## src/rtl/pf6_pkg.sv

```systemverilog
// Shared constants, types and codes for the 6x6 Playfair cipher block.
package pf6_pkg;

    localparam int SYM_W     = 6;
    localparam int RC_W      = 3;
    localparam int SIDE      = 6;
    localparam int CELLS     = 36;
    localparam int CFG_IDX_W = 1;

    localparam logic [SYM_W-1:0] FILLER_MAX   = SYM_W'(CELLS - 1);
    localparam logic [SYM_W-1:0] FILLER_RESET = SYM_W'(16);

    typedef struct packed {
        logic [RC_W-1:0] row;
        logic [RC_W-1:0] col;
    } t_coord;

    typedef enum logic [CFG_IDX_W-1:0] {
        CFG_ENCIPHER = 1'b0,
        CFG_FILLER   = 1'b1
    } t_cfg_idx;

endpackage

```

## src/rtl/pf6_if.sv

```systemverilog
// Handshake channel interfaces for input symbols, output digraphs and configuration.
interface pf6_in_if;
    import pf6_pkg::*;
    logic             valid;
    logic             ready;
    logic             mode;
    logic [SYM_W-1:0] symbol;
    logic             last;
    modport source (output valid, mode, symbol, last, input ready);
    modport sink   (input valid, mode, symbol, last, output ready);
endinterface

interface pf6_out_if;
    import pf6_pkg::*;
    logic             valid;
    logic             ready;
    logic [SYM_W-1:0] first_out;
    logic [SYM_W-1:0] second_out;
    logic             line_end;
    modport source (output valid, first_out, second_out, line_end, input ready);
    modport sink   (input valid, first_out, second_out, line_end, output ready);
endinterface

interface pf6_cfg_if;
    import pf6_pkg::*;
    logic             valid;
    logic             ready;
    t_cfg_idx         index;
    logic [SYM_W-1:0] data;
    modport source (output valid, index, data, input ready);
    modport sink   (input valid, index, data, output ready);
endinterface

```

## src/rtl/pf6_ram.sv

```systemverilog
// Generic single-write, single-read RAM with registered read data.
module pf6_ram #(
    parameter int WIDTH = 6,
    parameter int DEPTH = 36
) (
    input  logic                     i_clk,
    input  logic                     i_we,
    input  logic [$clog2(DEPTH)-1:0] i_waddr,
    input  logic [WIDTH-1:0]         i_wdata,
    input  logic [$clog2(DEPTH)-1:0] i_raddr,
    output logic [WIDTH-1:0]         o_rdata
);

    logic [WIDTH-1:0] r_mem [DEPTH];
    logic [WIDTH-1:0] r_rdata;

    always_ff @(posedge i_clk) begin
        if (i_we) begin
            r_mem[i_waddr] <= i_wdata;
        end
        r_rdata <= r_mem[i_raddr];
    end

    assign o_rdata = r_rdata;

endmodule

```

## src/rtl/pf6_cell_unit.sv

```systemverilog
// Shared substitution unit: maps one symbol's square position to its output cell.
module pf6_cell_unit (
    input  pf6_pkg::t_coord               i_self,
    input  pf6_pkg::t_coord               i_other,
    input  logic                          i_encipher,
    output logic [pf6_pkg::SYM_W-1:0]     o_cell
);
    import pf6_pkg::*;

    localparam logic [RC_W-1:0] LAST_RC = RC_W'(SIDE - 1);

    logic [RC_W-1:0] w_row;
    logic [RC_W-1:0] w_col;

    function automatic logic [RC_W-1:0] wrap_step(input logic [RC_W-1:0] v, input logic up);
        logic [RC_W-1:0] res;
        if (up) begin
            res = (v == LAST_RC) ? '0 : v + RC_W'(1);
        end else begin
            res = (v == '0) ? LAST_RC : v - RC_W'(1);
        end
        return res;
    endfunction

    always_comb begin
        if (i_self.row == i_other.row) begin
            w_row = i_self.row;
            w_col = wrap_step(i_self.col, i_encipher);
        end else if (i_self.col == i_other.col) begin
            w_row = wrap_step(i_self.row, i_encipher);
            w_col = i_self.col;
        end else begin
            w_row = i_self.row;
            w_col = i_other.col;
        end
    end

    // Cell index is row * 6 + col, formed as row * 4 + row * 2 + col.
    assign o_cell = {1'b0, w_row, 2'b00} + {2'b00, w_row, 1'b0} + {3'b000, w_col};

endmodule

```

## src/rtl/playfair_6x6_cipher_top.sv

```systemverilog
// Top level of the 6x6 Playfair cipher: key square builder and digraph sequencer.
// A key item is taken in S_IDLE; a key item marked last adds a fill walk over all 36 symbols.
// A text item that completes one digraph passes S_RDA, S_RDB, S_CALC, S_KB, S_KDONE and
// S_PUSH, which waits for a free output; two digraphs run the walk twice. The single
// position and square RAM read ports set this walk. Reset clears control state and restores the
// registers to encipher and filler Q; the square RAMs are left uncleared.
module playfair_6x6_cipher_top (
    input  logic       i_clk,
    input  logic       i_rst_n,
    pf6_in_if.sink     i_in,
    pf6_out_if.source  o_out,
    pf6_cfg_if.sink    i_cfg
);
    import pf6_pkg::*;

    typedef enum logic [7:0] {
        S_IDLE  = 8'b00000001,
        S_FILL  = 8'b00000010,
        S_RDA   = 8'b00000100,
        S_RDB   = 8'b00001000,
        S_CALC  = 8'b00010000,
        S_KB    = 8'b00100000,
        S_KDONE = 8'b01000000,
        S_PUSH  = 8'b10000000
    } t_state;

    localparam logic [SYM_W-1:0] CELLS_V = SYM_W'(CELLS);
    localparam logic [SYM_W-1:0] LAST_SYM = SYM_W'(CELLS - 1);
    localparam logic [RC_W-1:0]  LAST_RC = RC_W'(SIDE - 1);

    t_state             r_state, n_state;
    logic               r_encipher, n_encipher;
    logic [SYM_W-1:0]   r_filler, n_filler;
    logic [CELLS-1:0]   r_seen, n_seen;
    logic [SYM_W-1:0]   r_fill_count, n_fill_count;
    t_coord             r_fill_pos, n_fill_pos;
    logic [SYM_W-1:0]   r_fill_sym, n_fill_sym;
    logic               r_square_ready, n_square_ready;
    logic [SYM_W-1:0]   r_held_sym, n_held_sym;
    logic               r_held_valid, n_held_valid;
    logic [SYM_W-1:0]   r_a, n_a;
    logic [SYM_W-1:0]   r_b, n_b;
    logic               r_end, n_end;
    logic               r_two, n_two;
    t_coord             r_pa, n_pa;
    t_coord             r_pb, n_pb;
    logic [SYM_W-1:0]   r_oa, n_oa;
    logic [SYM_W-1:0]   r_ob, n_ob;
    logic               r_out_valid, n_out_valid;
    logic [SYM_W-1:0]   r_out_first, n_out_first;
    logic [SYM_W-1:0]   r_out_second, n_out_second;
    logic               r_out_end, n_out_end;

    logic               w_in_xfer;
    logic               w_sym_ok;
    logic [SYM_W-1:0]   w_filler;
    logic [CELLS-1:0]   w_seen_base;
    logic [SYM_W-1:0]   w_count_base;
    t_coord             w_pos_base;
    logic               w_place;
    logic [SYM_W-1:0]   w_place_sym;
    logic [SYM_W-1:0]   w_pos_raddr;
    logic [SYM_W-1:0]   w_pos_rdata;
    t_coord             w_pos_rd;
    t_coord             w_unit_self;
    t_coord             w_unit_other;
    logic [SYM_W-1:0]   w_cell;
    logic [SYM_W-1:0]   w_key_rdata;
    logic               w_out_free;

    assign i_in.ready  = (r_state == S_IDLE);
    assign i_cfg.ready = 1'b1;
    assign w_in_xfer   = i_in.valid && i_in.ready;
    assign w_sym_ok    = (i_in.symbol < CELLS_V);
    assign w_filler    = (r_filler > FILLER_MAX) ? FILLER_MAX : r_filler;
    assign w_out_free  = !r_out_valid || o_out.ready;
    assign w_pos_rd    = w_pos_rdata;

    assign o_out.valid      = r_out_valid;
    assign o_out.first_out  = r_out_first;
    assign o_out.second_out = r_out_second;
    assign o_out.line_end   = r_out_end;

    // A new key starts from an empty square when the previous one is complete.
    always_comb begin
        if (r_state == S_IDLE && r_square_ready) begin
            w_seen_base  = '0;
            w_count_base = '0;
            w_pos_base   = '0;
        end else begin
            w_seen_base  = r_seen;
            w_count_base = r_fill_count;
            w_pos_base   = r_fill_pos;
        end
        if (r_state == S_FILL) begin
            w_place_sym = r_fill_sym;
            w_place     = !r_seen[r_fill_sym] && (r_fill_count < CELLS_V);
        end else begin
            w_place_sym = i_in.symbol;
            w_place     = w_in_xfer && !i_in.mode && w_sym_ok &&
                          !w_seen_base[i_in.symbol] && (w_count_base < CELLS_V);
        end
    end

    assign w_pos_raddr  = (r_state == S_RDA) ? r_a : r_b;
    assign w_unit_self  = (r_state == S_CALC) ? r_pa : r_pb;
    assign w_unit_other = (r_state == S_CALC) ? w_pos_rd : r_pa;

    pf6_ram #(.WIDTH(SYM_W), .DEPTH(CELLS)) u_key_ram (
        .i_clk   (i_clk),
        .i_we    (w_place),
        .i_waddr (w_count_base),
        .i_wdata (w_place_sym),
        .i_raddr (w_cell),
        .o_rdata (w_key_rdata)
    );

    pf6_ram #(.WIDTH(SYM_W), .DEPTH(CELLS)) u_pos_ram (
        .i_clk   (i_clk),
        .i_we    (w_place),
        .i_waddr (w_place_sym),
        .i_wdata (w_pos_base),
        .i_raddr (w_pos_raddr),
        .o_rdata (w_pos_rdata)
    );

    pf6_cell_unit u_cell_unit (
        .i_self     (w_unit_self),
        .i_other    (w_unit_other),
        .i_encipher (r_encipher),
        .o_cell     (w_cell)
    );

    always_comb begin
        n_state        = r_state;
        n_encipher     = r_encipher;
        n_filler       = r_filler;
        n_seen         = r_seen;
        n_fill_count   = r_fill_count;
        n_fill_pos     = r_fill_pos;
        n_fill_sym     = r_fill_sym;
        n_square_ready = r_square_ready;
        n_held_sym     = r_held_sym;
        n_held_valid   = r_held_valid;
        n_a            = r_a;
        n_b            = r_b;
        n_end          = r_end;
        n_two          = r_two;
        n_pa           = r_pa;
        n_pb           = r_pb;
        n_oa           = r_oa;
        n_ob           = r_ob;
        n_out_valid    = r_out_valid && !o_out.ready;
        n_out_first    = r_out_first;
        n_out_second   = r_out_second;
        n_out_end      = r_out_end;

        if (i_cfg.valid && i_cfg.ready) begin
            unique case (i_cfg.index)
                CFG_ENCIPHER: n_encipher = i_cfg.data[0];
                CFG_FILLER:   n_filler   = i_cfg.data;
                default:      n_filler   = r_filler;
            endcase
        end

        if (w_place) begin
            n_seen                = w_seen_base;
            n_seen[w_place_sym]   = 1'b1;
            n_fill_count          = w_count_base + SYM_W'(1);
            if (w_pos_base.col == LAST_RC) begin
                n_fill_pos.col = '0;
                n_fill_pos.row = w_pos_base.row + RC_W'(1);
            end else begin
                n_fill_pos.col = w_pos_base.col + RC_W'(1);
                n_fill_pos.row = w_pos_base.row;
            end
        end

        unique case (r_state)
            S_IDLE: begin
                if (w_in_xfer && !i_in.mode) begin
                    if (r_square_ready) begin
                        n_square_ready = 1'b0;
                        n_held_valid   = 1'b0;
                        if (!w_place) begin
                            n_seen       = w_seen_base;
                            n_fill_count = w_count_base;
                            n_fill_pos   = w_pos_base;
                        end
                    end
                    if (w_place) begin
                        n_seen              = w_seen_base;
                        n_seen[i_in.symbol] = 1'b1;
                    end
                    if (i_in.last) begin
                        n_fill_sym = '0;
                        n_state    = S_FILL;
                    end
                end else if (w_in_xfer && r_square_ready) begin
                    n_two = 1'b0;
                    n_b   = w_filler;
                    if (w_sym_ok) begin
                        if (!r_held_valid) begin
                            n_held_sym   = i_in.symbol;
                            n_held_valid = !i_in.last;
                            n_a          = i_in.symbol;
                            n_end        = 1'b1;
                            if (i_in.last) begin
                                n_state = S_RDA;
                            end
                        end else if (i_in.symbol == r_held_sym) begin
                            n_a          = r_held_sym;
                            n_end        = 1'b0;
                            n_two        = i_in.last;
                            n_held_valid = !i_in.last;
                            n_state      = S_RDA;
                        end else begin
                            n_a          = r_held_sym;
                            n_b          = i_in.symbol;
                            n_end        = i_in.last;
                            n_held_valid = 1'b0;
                            n_state      = S_RDA;
                        end
                    end else if (i_in.last && r_held_valid) begin
                        n_a          = r_held_sym;
                        n_end        = 1'b1;
                        n_held_valid = 1'b0;
                        n_state      = S_RDA;
                    end
                end
            end
            S_FILL: begin
                n_fill_sym = r_fill_sym + SYM_W'(1);
                if (r_fill_sym == LAST_SYM) begin
                    n_square_ready = 1'b1;
                    n_state        = S_IDLE;
                end
            end
            S_RDA: n_state = S_RDB;
            S_RDB: begin
                n_pa    = w_pos_rd;
                n_state = S_CALC;
            end
            S_CALC: begin
                n_pb    = w_pos_rd;
                n_state = S_KB;
            end
            S_KB: begin
                n_oa    = w_key_rdata;
                n_state = S_KDONE;
            end
            S_KDONE: begin
                n_ob    = w_key_rdata;
                n_state = S_PUSH;
            end
            S_PUSH: begin
                if (w_out_free) begin
                    n_out_valid  = 1'b1;
                    n_out_first  = r_oa;
                    n_out_second = r_ob;
                    n_out_end    = r_end;
                    if (r_two) begin
                        n_two   = 1'b0;
                        n_b     = w_filler;
                        n_end   = 1'b1;
                        n_state = S_RDA;
                    end else begin
                        n_state = S_IDLE;
                    end
                end
            end
            default: n_state = S_IDLE;
        endcase
    end

    always_ff @(posedge i_clk) begin
        if (!i_rst_n) begin
            r_state        <= S_IDLE;
            r_encipher     <= 1'b1;
            r_filler       <= FILLER_RESET;
            r_seen         <= '0;
            r_fill_count   <= '0;
            r_fill_pos     <= '0;
            r_fill_sym     <= '0;
            r_square_ready <= 1'b0;
            r_held_sym     <= '0;
            r_held_valid   <= 1'b0;
            r_two          <= 1'b0;
            r_out_valid    <= 1'b0;
        end else begin
            r_state        <= n_state;
            r_encipher     <= n_encipher;
            r_filler       <= n_filler;
            r_seen         <= n_seen;
            r_fill_count   <= n_fill_count;
            r_fill_pos     <= n_fill_pos;
            r_fill_sym     <= n_fill_sym;
            r_square_ready <= n_square_ready;
            r_held_sym     <= n_held_sym;
            r_held_valid   <= n_held_valid;
            r_two          <= n_two;
            r_out_valid    <= n_out_valid;
        end
    end

    always_ff @(posedge i_clk) begin
        r_a          <= n_a;
        r_b          <= n_b;
        r_end        <= n_end;
        r_pa         <= n_pa;
        r_pb         <= n_pb;
        r_oa         <= n_oa;
        r_ob         <= n_ob;
        r_out_first  <= n_out_first;
        r_out_second <= n_out_second;
        r_out_end    <= n_out_end;
    end

    // Every placed symbol is marked seen exactly once.
    a_seen_count: assert property (@(posedge i_clk) disable iff (!i_rst_n)
        $countones(r_seen) == 32'(r_fill_count))
        else $error("seen map and fill count disagree");

    // A complete square holds all 36 symbols.
    a_square_full: assert property (@(posedge i_clk) disable iff (!i_rst_n)
        r_square_ready |-> (r_fill_count == CELLS_V))
        else $error("square marked ready before it is full");

    // A text symbol is only held while the square is complete.
    a_held_ready: assert property (@(posedge i_clk) disable iff (!i_rst_n)
        r_held_valid |-> r_square_ready)
        else $error("held text symbol without a complete square");

endmodule

```

## src/flat_wrapper.sv

```systemverilog
// flat-port wrapper written by rule: the top's interface ports become plain ports
module playfair_6x6_cipher_top_flat import pf6_pkg::*;
  (i_clk, i_rst_n, i_in_valid, i_in_mode, i_in_symbol, i_in_last, i_in_ready, o_out_valid, o_out_first_out, o_out_second_out, o_out_line_end, o_out_ready, i_cfg_valid, i_cfg_index, i_cfg_data, i_cfg_ready);
  pf6_in_if i_in_i ();
  pf6_out_if o_out_i ();
  pf6_cfg_if i_cfg_i ();
  input  logic i_clk;
  input  logic i_rst_n;
  input wire logic [$bits(i_in_i.valid)-1:0] i_in_valid;
  input wire logic [$bits(i_in_i.mode)-1:0] i_in_mode;
  input wire logic [$bits(i_in_i.symbol)-1:0] i_in_symbol;
  input wire logic [$bits(i_in_i.last)-1:0] i_in_last;
  output wire logic [$bits(i_in_i.ready)-1:0] i_in_ready;
  output wire logic [$bits(o_out_i.valid)-1:0] o_out_valid;
  output wire logic [$bits(o_out_i.first_out)-1:0] o_out_first_out;
  output wire logic [$bits(o_out_i.second_out)-1:0] o_out_second_out;
  output wire logic [$bits(o_out_i.line_end)-1:0] o_out_line_end;
  input wire logic [$bits(o_out_i.ready)-1:0] o_out_ready;
  input wire logic [$bits(i_cfg_i.valid)-1:0] i_cfg_valid;
  input wire logic [$bits(i_cfg_i.index)-1:0] i_cfg_index;
  input wire logic [$bits(i_cfg_i.data)-1:0] i_cfg_data;
  output wire logic [$bits(i_cfg_i.ready)-1:0] i_cfg_ready;
  assign i_in_i.valid = i_in_valid;
  assign i_in_i.mode = i_in_mode;
  assign i_in_i.symbol = i_in_symbol;
  assign i_in_i.last = i_in_last;
  assign i_in_ready = i_in_i.ready;
  assign o_out_valid = o_out_i.valid;
  assign o_out_first_out = o_out_i.first_out;
  assign o_out_second_out = o_out_i.second_out;
  assign o_out_line_end = o_out_i.line_end;
  assign o_out_i.ready = o_out_ready;
  assign i_cfg_i.valid = i_cfg_valid;
  assign i_cfg_i.index = i_cfg_index;
  assign i_cfg_i.data = i_cfg_data;
  assign i_cfg_ready = i_cfg_i.ready;
  playfair_6x6_cipher_top u_core (.i_clk(i_clk), .i_rst_n(i_rst_n), .i_in(i_in_i), .o_out(o_out_i), .i_cfg(i_cfg_i));
endmodule
```

## config.mk

```make
export PLATFORM = sky130hd
export DESIGN_NAME = playfair_6x6_cipher_top_flat
export DESIGN_NICKNAME = d
export VERILOG_FILES = /design/src/rtl/pf6_pkg.sv /design/src/rtl/pf6_if.sv /design/src/rtl/pf6_ram.sv /design/src/rtl/pf6_cell_unit.sv /design/src/rtl/playfair_6x6_cipher_top.sv /design/src/flat_wrapper.sv
export SDC_FILE = /design/constraint.sdc
export NUM_CORES = 1
export LEC_CHECK = 0
export BUFFER_PORTS_ARGS = -buffer_cell sky130_fd_sc_hd__buf_2
export CORE_UTILIZATION = 34
export CTS_BUF_LIST = sky130_fd_sc_hd__clkbuf_8
export DETAILED_ROUTE_END_ITERATION = 10
export PLACE_DENSITY = 0.59
export SLEW_MARGIN = 20
export SYNTH_ARGS = -nofsm -noshare
export SYNTH_HDL_FRONTEND = slang
export SYNTH_HIERARCHICAL = 1
export SYNTH_SLANG_ARGS = --single-unit
```

## constraint.sdc

```tcl
create_clock -name i_clk -period 7.5 [get_ports i_clk]
set_input_delay 0.375 -clock i_clk [delete_from_list [all_inputs] [get_ports i_clk]]
set_output_delay 0.375 -clock i_clk [all_outputs]
set_load 0.02 [all_outputs]
```

==> results.md, run 1 <==
- Routability Congestion: just under 0.9
- CTS tree: yes
- Antenna violations before repair: 1
- Non-filler cells, final: between 2000 and 3000
- Largest net degree at the start of global routing: 66
- Clk sinks: roughly 570
- P&R area growth vs syn: 12.0%
- First-pass GRT wire length: roughly 94000 µm
- Cts repair resizes: 0
- Clk_lat worst skew: ~690 ps
- Initial Util: 0.344
- Setup Skew: about 36 ps
- 1st-iter DRT viols: approximately 1400
- CP required: a little over 8000 ps
- Cell count after synthesis: roughly 1800
- Hold depth: 3
- I/O Buffers: 34
- Part of the cycle the worst path needs: 0.791
- Die X: between 200 and 300 µm
- Most frequent cells in the layout: 482 x edfxtp_1, 223 x mux2i_1, 152 x nor2_1
- Worst Reg2Reg Path Length in Cells: 16
- Post-synthesis cell area: 25100 µm²
- Die Area: 75000 µm²
- Maximum vdd drop: around 160 µV
- Fin. Hold Viols: 0
- Avg Vias per Cell: between 5 and 6
- Clk slew on worst S/H paths: ~60 ps
- Design area: 28100 µm²
- Synth warnings: 6
- I/O pins: 36
- Wire per inst: 21.1 µm
- Pleak: roughly 9.8 nW
- Met1 GRT Util: 0.220
- Dpl cell area: ~26000 µm²
- DR vias: about 16000
- Crit path time final: ~5900 ps
- FMAX: 0.169 GHz
- CTS hold repair buffers: 13
- Pwr/cell area: approximately 240 nW/µm²
- CP startpoint kind: flop
- Library cell with the largest summed area after synthesis: edfxtp_1
- CP Max Fanout: 24
- Placed insts: roughly 2700
- Post-CTS Setup Inserts: 0
- Ys async rst share: 0
- GRT busiest layer: met2
- Post-Syn Area per Cell: 13.8 µm²
- Max-Cap Viols: 0
- Total GRT Usage: 0.164
- TritonCTS buffer count: 94
- Syn nets: between 1500 and 2000
- Final Setup Violations: 0
- WS Path Type: reg -> reg
- Layout cell share with drive strength beyond 1: 0.139
- Setup ws final: ~1600 ps
- CP Data Arrival Time: about 6500 ps
- Yosys reg bits: between 500 and 600
- Worst slew margin: 0.294
- Final Max Tran Viols: 0
- Initial DRT Pass Iterations: 10
- CTS root buf: clkbuf_8
- Commonest non-fill, non-tap cell in the layout: edfxtp_1
- RSZ-0062 raised after global routing: false
- Post-synthesis cell type count: 83
- Post-synth EDFFs: between 400 and 500
- Setup TNS: 0 ps
- Drt total wl: around 61000 µm
- Grt ovf: 0
- Status: finished with violations
- Sequential share of the synthesized area: 0.649
- Share of the synthesized area in the top cell type: 0.576
- GR met2 Demand/Resource: 0.264
- # DRC: 4
- Failing checks: DRC
- Die Y-Extent: between 200 and 300 µm
- Max Buffers Root-to-Sink: 3
- Top post-synthesis cells by area: edfxtp_1 58%, mux2i_1 8.9%, dfxtp_1 7.3%
- Final nets: about 1900
- Row count: 99
- Post-layout util: 0.385
- Slew @ Worst Pin: roughly 1100 ps
- Number of global-route vias before repair: 15400
- H-tree levels: 3
- Core ar.: 73100 µm²
- Hold Path Class: in -> reg
- Place WS: 1640 ps
- Primary FF master, synth: edfxtp_1
- Critical path capture point type: flop
- Detail Placement HPWL: approximately 40000 µm
- GR Layer Usage met3: 0.0308
- Final ANT Viol Nets: 0
per-layer routing:
metal / wire length (µm) / vias to the layer above
li1: - / 7175
met1: 26300 / 7777
met2: 29400 / 598
met3: 4130 / 116
met4: 1710 / 0
met5: 0 / -
Yosys cell counts (7+ instances only):
| cell type | instances |
|---|---|
| o21a_1 | 11 |
| inv_1 | 17 |
| buf_1 | 8 |
| nor4_1 | 7 |
| nor2b_1 | 23 |
| buf_6 | 15 |
| and2_1 | 14 |
| ha_1 | 10 |
| mux2_2 | 16 |
| nor3b_1 | 10 |
| nand3_1 | 50 |
| nand3b_1 | 11 |
| a22o_1 | 29 |
| a211oi_1 | 14 |
| a221oi_1 | 26 |
| and3_1 | 21 |
| nand2b_1 | 18 |
| a221oi_2 | 7 |
| o21ai_0 | 18 |
| nor3_1 | 14 |
| a31oi_1 | 13 |
| xor2_1 | 10 |
| edfxtp_1 | 482 |
| mux2i_1 | 223 |
| o41ai_2 | 12 |
| buf_8 | 8 |
| o22ai_1 | 17 |
| clkbuf_1 | 33 |
| nor2_1 | 153 |
| mux4_2 | 16 |
| a21oi_1 | 76 |
| buf_2 | 26 |
| dfxtp_1 | 91 |
| xnor2_1 | 10 |
| or3_1 | 9 |
| nand2_1 | 132 |
| a22oi_1 | 53 |
| buf_4 | 13 |
worst max-delay path: stages, from the launching register on:
cell and delay (ps):
dfxtp_1 350, nor4_1 450, nand4b_1 570, inv_1 640, nand2_1 110, nand2_1 240, xor2_1 130, or3_4 420
o21ai_0 230, nand4_1 190, fa_1 500, ha_1 380, nor2b_2 820, a22o_1 280, a221oi_1 70, o22ai_1 300
o41ai_2 120
stage by stage:
stage | hold slack (ps) | total power, mW
after floorplan | 400 | 3.85
after detailed placement | 407 | 3.97
after global placement | 405 | 3.95
after CTS | 64.7 | 6.72
after global routing | 100 | 6.90
final | 121 | 6.64
worst paths after layout:
check | start | endpoint | slack (ps)
max | u_core/r_state[7] | u_core/u_key_ram/o_rdata[5] | 1570
min | o_out_ready | u_core/o_out.valid | 120
max reg2reg | u_core/r_state[7] | u_core/u_key_ram/o_rdata[5] | 1570
min reg2reg | u_core/r_ob[4] | u_core/o_out.second_out[4] | 420
kinds of logic after synthesis:
| family | Yosys count | synth area share |
|---|---|---|
| simple gates | 497 | 0.0964 |
| fa+ha+maj | 12 | 0.00657 |
| other cells | 1 | 0.000149 |
| flops | 573 | 0.649 |
| compound gates | 334 | 0.101 |
| buf+inv | 122 | 0.0295 |
| mux | 256 | 0.111 |
| xor+xnor | 20 | 0.00697 |
power by group:
| part | leakage, nW | internal (mW) | switching, mW |
|---|---|---|---|
| combinational | 3.58 | 0.130 | 0.258 |
| sequential | 5.06 | 3.48 | 0.0412 |
| clock | 1.11 | 1.47 | 1.27 |
| total | 9.75 | 5.08 | 1.57 |
sequential cells by signal, summed over array words and instances (netlist names), 8 cells and up:
name and cells:
u_core/u_key_ram/r_mem 216, u_core/u_pos_ram/r_mem 216, u_core/r_seen 36, u_core/r_state 8
final cells by class:
type	instances	area [µm²]
antenna	1	2.50
clock buffer	101	1390
clock inverter	73	510
fill	6894	44900
inverter	19	71.3
multi-input combinational	1120	8160
sequential	573	16300
tap	959	1200
timing repair buffer	73	508
Note: power is estimated with default switching activity, not from simulation.
==> run 2: changes to the inputs <==
- PLACE_DENSITY: 0.59 -> 0.61
- clock period: 7.5 -> 5.1 ns (I/O delays scaled with it)
==> run 2 against run 1 <==
Against the previous run:
- the run still ends with DRC left
- die area is the same
- clock-buffer cell count shrank 3
- register-to-register slack lost 1200 ps
- clock power grew 40%
- cell count grew 0.69%
- worst hold slack lost 54 ps
- critical path depth grew 1
- utilization grew 0.18 points
- cell area grew 0.48%
- largest cell class unchanged
==> results.md, run 2 (synthesized netlist as in run 1, its figures left out) <==
- Status: finished with violations
- Failing checks: DRC
- Pleak: 9.77 nW (+0.23%)
- Final ANT Viol Nets: 0 (unchanged)
- Worst slew margin: 0.270 (-0.0234)
- Hold Path Class: in -> reg
- Final Setup Violations: 0 (unchanged)
- Initial DRT Pass Iterations: 9 (-1)
- Critical path capture point type: flop
- Worst Hold End: u_core/r_filler[0]
- Die Y-Extent: 274 µm (unchanged)
- Setup TNS: 0 ps (unchanged)
- Die X: 274 µm (unchanged)
- Total GRT Usage: 0.164 (-0.000180)
- Pwr/cell area: 340 nW/µm² (+44%)
- First-pass GRT wire length: 94500 µm (+0.30%)
- CTS tree: yes
- Core ar.: 73100 µm² (unchanged)
- CTS root buf: clkbuf_8
- Number of global-route vias before repair: 15800 (+2.5%)
- HP Start: i_cfg_index
- Layout cell share with drive strength beyond 1: 0.141 (+0.00169)
- H-tree levels: 3 (unchanged)
- Fin. Hold Viols: 0 (unchanged)
- Largest net degree at the start of global routing: 80 (+21%)
- GR met2 Demand/Resource: 0.264 (about the same)
- Most frequent cells in the layout: 482 x edfxtp_1, 223 x mux2i_1, 151 x nor2_1
- WHS: 67.6 ps (-53.6 ps)
- CP Max Fanout: 14 (-42%)
- Met1 GRT Util: 0.216 (-0.00418)
- Antenna violations before repair: 1 (unchanged)
- CP required: 5650 ps (-2410 ps)
- Clk slew on worst S/H paths: 60 ps (about the same)
- WS Path Type: reg -> reg
- Clk_lat worst skew: 720 ps (+30 ps)
- Detail Placement HPWL: 39800 µm (about the same)
- Row count: 99 (unchanged)
- GR Layer Usage met3: 0.0326 (+0.00184)
- Dpl cell area: 26200 µm² (+0.35%)
- Wire per inst: 20.9 µm (-0.74%)
- Initial Util: 0.344 (unchanged)
- Clk sinks: 573 (unchanged)
- CP startpoint kind: flop
- Design area: 28300 µm² (+0.48%)
- Routability Congestion: 0.874 (-1.0%)
- RSZ-0062 raised after global routing: false
- Setup Skew: 72.1 ps (+36.0 ps)
- Reg-to-reg endpoint: u_core/u_key_ram/o_rdata[5]
- Slew @ Worst Pin: 1090 ps (+34.3 ps)
- GRT busiest layer: met2
- Commonest non-fill, non-tap cell in the layout: edfxtp_1
- Largest regs: u_core/u_key_ram/r_mem (216), u_core/u_pos_ram/r_mem (216), u_core/r_seen (36)
- Final Power: 9.60 mW (+44%)
- Setup ws final: 402 ps (-1170 ps)
- Place WS: 110 ps (-1530 ps)
- R2R Setup Slk: 400 ps (-1170 ps)
- Hold depth: 4 (+1)
- Grt ovf: 0 (unchanged)
- Die Area: 75000 µm² (unchanged)
- P&R area growth vs syn: 12.5%
- Final nets: 1934 (+1.1%)
- I/O pins: 36 (unchanged)
- 1st-iter DRT viols: 1565 (+13%)
- Worst Reg2Reg Path Length in Cells: 17 (+1)
- Part of the cycle the worst path needs: 0.921 (+0.130)
- Max Buffers Root-to-Sink: 3 (unchanged)
- Final Max Tran Viols: 0 (unchanged)
- Critical R2R Launch: u_core/r_state[7]
- I/O Buffers: 34 (unchanged)
- TritonCTS buffer count: 94 (unchanged)
- Max-Cap Viols: 0 (unchanged)
- DR vias: 15800 (+0.70%)
- Post-CTS Setup Inserts: 0 (unchanged)
- # DRC: 4 (unchanged)
- CP Data Arrival Time: 5250 ps (-1240 ps)
- Maximum vdd drop: 178 µV (+12%)
- Crit path time final: 4700 ps (-1230 ps)
- Drt total wl: 61400 µm (about the same)
- Avg Vias per Cell: 5.37 (about the same)
- FMAX: 0.213 GHz (+26%)
[run 2: area by class of cell]
class / count / area (µm²)
Inverter: 19 / 71.3
Clock inverter: 74 / 453
Sequential cell: 573 / 16300
Tap cell: 959 / 1200
Fill cell: 6886 / 44800
Timing Repair Buffer: 94 / 718
Antenna cell: 2 / 5.00
Clock buffer: 98 / 1350
Multi-Input combinational cell: 1120 / 8180
[run 2: worst max path at each step]
stage | depth (start not counted) | startpoint | to | slack, ps
6_report | 17 | u_core/r_state[7] | u_core/u_key_ram/o_rdata[5] | 400
5_1_grt | 17 | u_core/r_state[7] | u_core/u_key_ram/o_rdata[4] | 70
4_1_cts | 16 | u_core/r_state[7] | u_core/u_key_ram/o_rdata[1] | 50
3_5_place_dp | 16 | u_core/r_state[7] | u_core/u_key_ram/o_rdata[1] | 110
3_3_place_gp | 16 | u_core/r_state[7] | u_core/u_key_ram/o_rdata[2] | 340
2_1_floorplan | 19 | u_core/r_state[7] | u_core/u_key_ram/o_rdata[4] | 440
[run 2: routing by layer]
| layer | up-vias | part of all wire |
|---|---|---|
| met5 | - | 0 |
| met4 | 0 | 0.036 |
| met3 | 149 | 0.062 |
| met2 | 590 | 0.47 |
| met1 | 7826 | 0.43 |
| li1 | 7210 | - |
[run 2: report_power, final]
group / total (mW) / switching, mW / internal, mW
sequential: 5.18 / 0.0615 / 5.12
clock: 3.82 / 1.86 / 1.96
combinational: 0.595 / 0.391 / 0.203
total: 9.60 / 2.31 / 7.29
[run 2: per-stage QoR]
step                      std cells   util
after floorplan                1815      -
after global placement         2741  0.358
after detailed placement       2741  0.358
after CTS                      2937  0.386
after global routing           2939  0.387
final                          2939  0.387
[run 2: worst max-delay path, stage by stage (launching register included)]
cell      delay, ps
dfxtp_1         360
nor4_2          360
nand4b_1        180
inv_1           170
buf_4           230
nand2_1          80
nand2_1         210
xnor2_1         170
and3_1          330
nor3_1          100
nor2_1          210
fa_1            440
ha_1            450
nor2_2          180
buf_4           250
a221oi_1        320
o22ai_1         160
o41ai_2         360
[run 2: what timing repair did]
item,in CTS,in global routing
hold endpoints to repair,12,0
gates resized for setup,0,7
setup endpoints to repair,0,6
hold buffers,24,0
==> run 3: changes to the inputs <==
- CORE_ASPECT_RATIO: unset -> 0.9
==> run 3 against run 2 <==
Against the previous run:
- the flow now finishes without violations
- sequential share of layout area is 0.13 points lower
- non-clock buffer count is 4 higher
- die area is essentially flat
- largest power group unchanged
- fmax decreased by 0.48%
- register-to-register slack got worse by 20 ps
- combinational power about the same
- cell area is 0.23% higher
- highest routed layer unchanged
- routed wire length grew 1.6%
- sequential cell count did not move
- sequential power hardly changed
- power up 0.73%
- clock power rose by 2%
==> results.md, run 3 (synthesized netlist as in run 1, its figures left out) <==
- Status: finished clean
- Most frequent cells in the layout: 482 x edfxtp_1, 223 x mux2i_1, 152 x nor2_1
- CTS root buf: clkbuf_8
- Antenna violations before repair: 1 (unchanged)
- Avg Vias per Cell: 5.44 (+1.4%)
- WS Path Type: reg -> reg
- Worst Path Buf+Inv: 3 (unchanged)
- Final Max Tran Viols: 0 (unchanged)
- Clk slew on worst S/H paths: 60 ps (about the same)
- Setup TNS: 0 ps (unchanged)
- Slowest-stage cell, CP: fa_1
- Levels on crit path: 18 (+1)
- Hold depth: 4 (unchanged)
- Hold Path Class: in -> reg
- Clk_lat worst skew: 710 ps (about the same)
- Drt total wl: 62400 µm (+1.6%)
- CP startpoint kind: flop
- Total GRT Usage: 0.166 (+0.00175)
- Layout cell share with drive strength beyond 1: 0.144 (+0.00282)
- I/O pins: 36 (unchanged)
- CP required: 5670 ps (+20 ps)
- GR met2 Demand/Resource: 0.250 (-0.0146)
- Post-CTS Setup Inserts: 0 (unchanged)
- FMAX: 0.212 GHz (-0.48%)
- Slew @ Worst Pin: 1050 ps (-41.5 ps)
- Worst setup startpoint: u_core/r_state[7]
- GRT busiest layer: met2
- Met1 GRT Util: 0.233 (+0.0173)
- Number of global-route vias before repair: 15800 (-0.20%)
- Maximum vdd drop: 185 µV (+3.6%)
- Row count: 94 (-5.1%)
- Crit path time final: 4720 ps (+22.4 ps)
- HP Start: i_in_valid
- Setup Skew: 40.2 ps (-31.9 ps)
- Part of the cycle the worst path needs: 0.926 (+0.00440)
- Fin. Hold Viols: 0 (unchanged)
- Clk sinks: 573 (unchanged)
- Filler cells: 6894 (+0.12%)
- Max-Cap Viols: 0 (unchanged)
- H-tree levels: 3 (unchanged)
- Die X: 289 µm (+5.4%)
- Initial Util: 0.343 (about the same)
- Core ar.: 73200 µm² (about the same)
- Worst Reg2Reg Path Length in Cells: 18 (+1)
- Largest regs: u_core/u_key_ram/r_mem (216), u_core/u_pos_ram/r_mem (216), u_core/r_seen (36)
- CP Max Fanout: 24 (+10)
- Max Buffers Root-to-Sink: 3 (unchanged)
- Detail Placement HPWL: 40600 µm (+2.2%)
- Crit path cell chain: nor4_4 > nand4b_1 > inv_1 > buf_4 > nand2_1 > nand2_1 > xnor2_1 > and3_1 > o21ai_0 > nand4_1 > fa_1 > ha_1 > nor2_1 > buf_4 > a22o_1 > a221oi_1 > o22ai_1 > o41ai_2
- P&R area growth vs syn: 12.8%
- Grt ovf: 0 (unchanged)
- Die Area: 75000 µm² (about the same)
- Largest net degree at the start of global routing: 67 (-16%)
- CTS tree: yes
- I/O Buffers: 34 (unchanged)
- Critical R2R Launch: u_core/r_state[7]
- Pwr/cell area: 341 nW/µm² (+0.50%)
- Final Setup Violations: 0 (unchanged)
- Final Power: 9.67 mW (+0.73%)
- Critical path capture point type: flop
- Placed insts: 2745 (+0.15%)
- RSZ-0062 raised after global routing: false
- CP Data Arrival Time: 5290 ps (+40 ps)
- Non-filler cells, final: 2942 (+0.10%)
- DR vias: 16000 (+1.5%)
- Post-layout util: 0.387 (+0.000506)
- CP delay by family, top: simple AND/OR/NAND/NOR gates
- GR Layer Usage met3: 0.0386 (+0.00596)
- Initial DRT Pass Iterations: 6 (-3)
- Final ANT Viol Nets: 0 (unchanged)
- Routability Congestion: 0.912 (+4.3%)
- Pleak: 9.85 nW (+0.79%)
- TritonCTS buffer count: 91 (-3.2%)
- # DRC: 0 (-4)
- Die Y-Extent: 260 µm (-5.1%)
- Worst slew margin: 0.294 (+0.0239)
- 1st-iter DRT viols: 1605 (+2.6%)
- Final nets: 1935 (+0.052%)
- Slowest stage delay, CP: 490 ps (+40 ps)
- Wire per inst: 21.2 µm (+1.5%)
- First-pass GRT wire length: 95200 µm (+0.74%)
- Commonest non-fill, non-tap cell in the layout: edfxtp_1
[run 3: changes by cell type in the layout (fill, tap and decap cells not counted), sizes merged]
| cell | change |
|---|---|
| clkinv | -16 |
| dlygate4sd3 | +1 |
| bufinv | +1 |
| buf | +3 |
| diode | -1 |
| clkbuf | +3 |
| inv | +11 |
[run 3: area by class of cell]
type	instances	area (µm²)	area share
Clock buffer	101	1390	0.0491
Inverter	19	71.3	0.00252
Sequential cell	573	16300	0.575
Timing Repair Buffer	98	738	0.0261
Tap cell	960	1200	0.0424
Antenna cell	1	2.50	0.0000883
Multi-Input combinational cell	1120	8180	0.289
Clock inverter	70	450	0.0159
[run 3: final timing paths]
check	endpoint	slack, ps
worst max-delay path	u_core/u_key_ram/o_rdata[3]	380
worst min-delay path	u_core/r_state[6]	60
worst max register to register	u_core/u_key_ram/o_rdata[3]	380
worst min register to register	u_core/o_out.first_out[1]	420
[run 3: where the power goes]
group | switching [mW] | internal, mW | leakage [nW]
clock network | 1.85 | 2.05 | 1.07
registers | 0.0608 | 5.12 | 5.06
logic | 0.389 | 0.203 | 3.72
[run 3: what timing repair did]
action,in CTS,in global routing
hold endpoints to repair,14,0
cloned,0,0
gates resized for setup,1,3
hold buffers,25,0
setup endpoints to repair,1,6
[run 3: per-layer routing]
| metal | wire, µm | vias up |
|---|---|---|
| met5 | 0 | - |
| met3 | 4920 | 132 |
| met1 | 28100 | 7999 |
| met2 | 27800 | 668 |
| li1 | - | 7212 |
| met4 | 1690 | 0 |
[run 3: per-stage QoR]
step / hold WS [ps] / instance area [µm²] / setup WS, ps
2_1_floorplan: 383 / 25100 / 440
3_3_place_gp: 401 / 26200 / 238
3_5_place_dp: 406 / 26200 / 21.2
4_1_cts: 2.29 / 28300 / 243
5_1_grt: 53.1 / 28300 / 28.9
6_report: 63.2 / 28300 / 380
[run 3: tightest hold or removal path, cell delays in order]
cell and delay, ps:
buf_2 140, nand2_1 60, nand2_1 70, and4_1 190
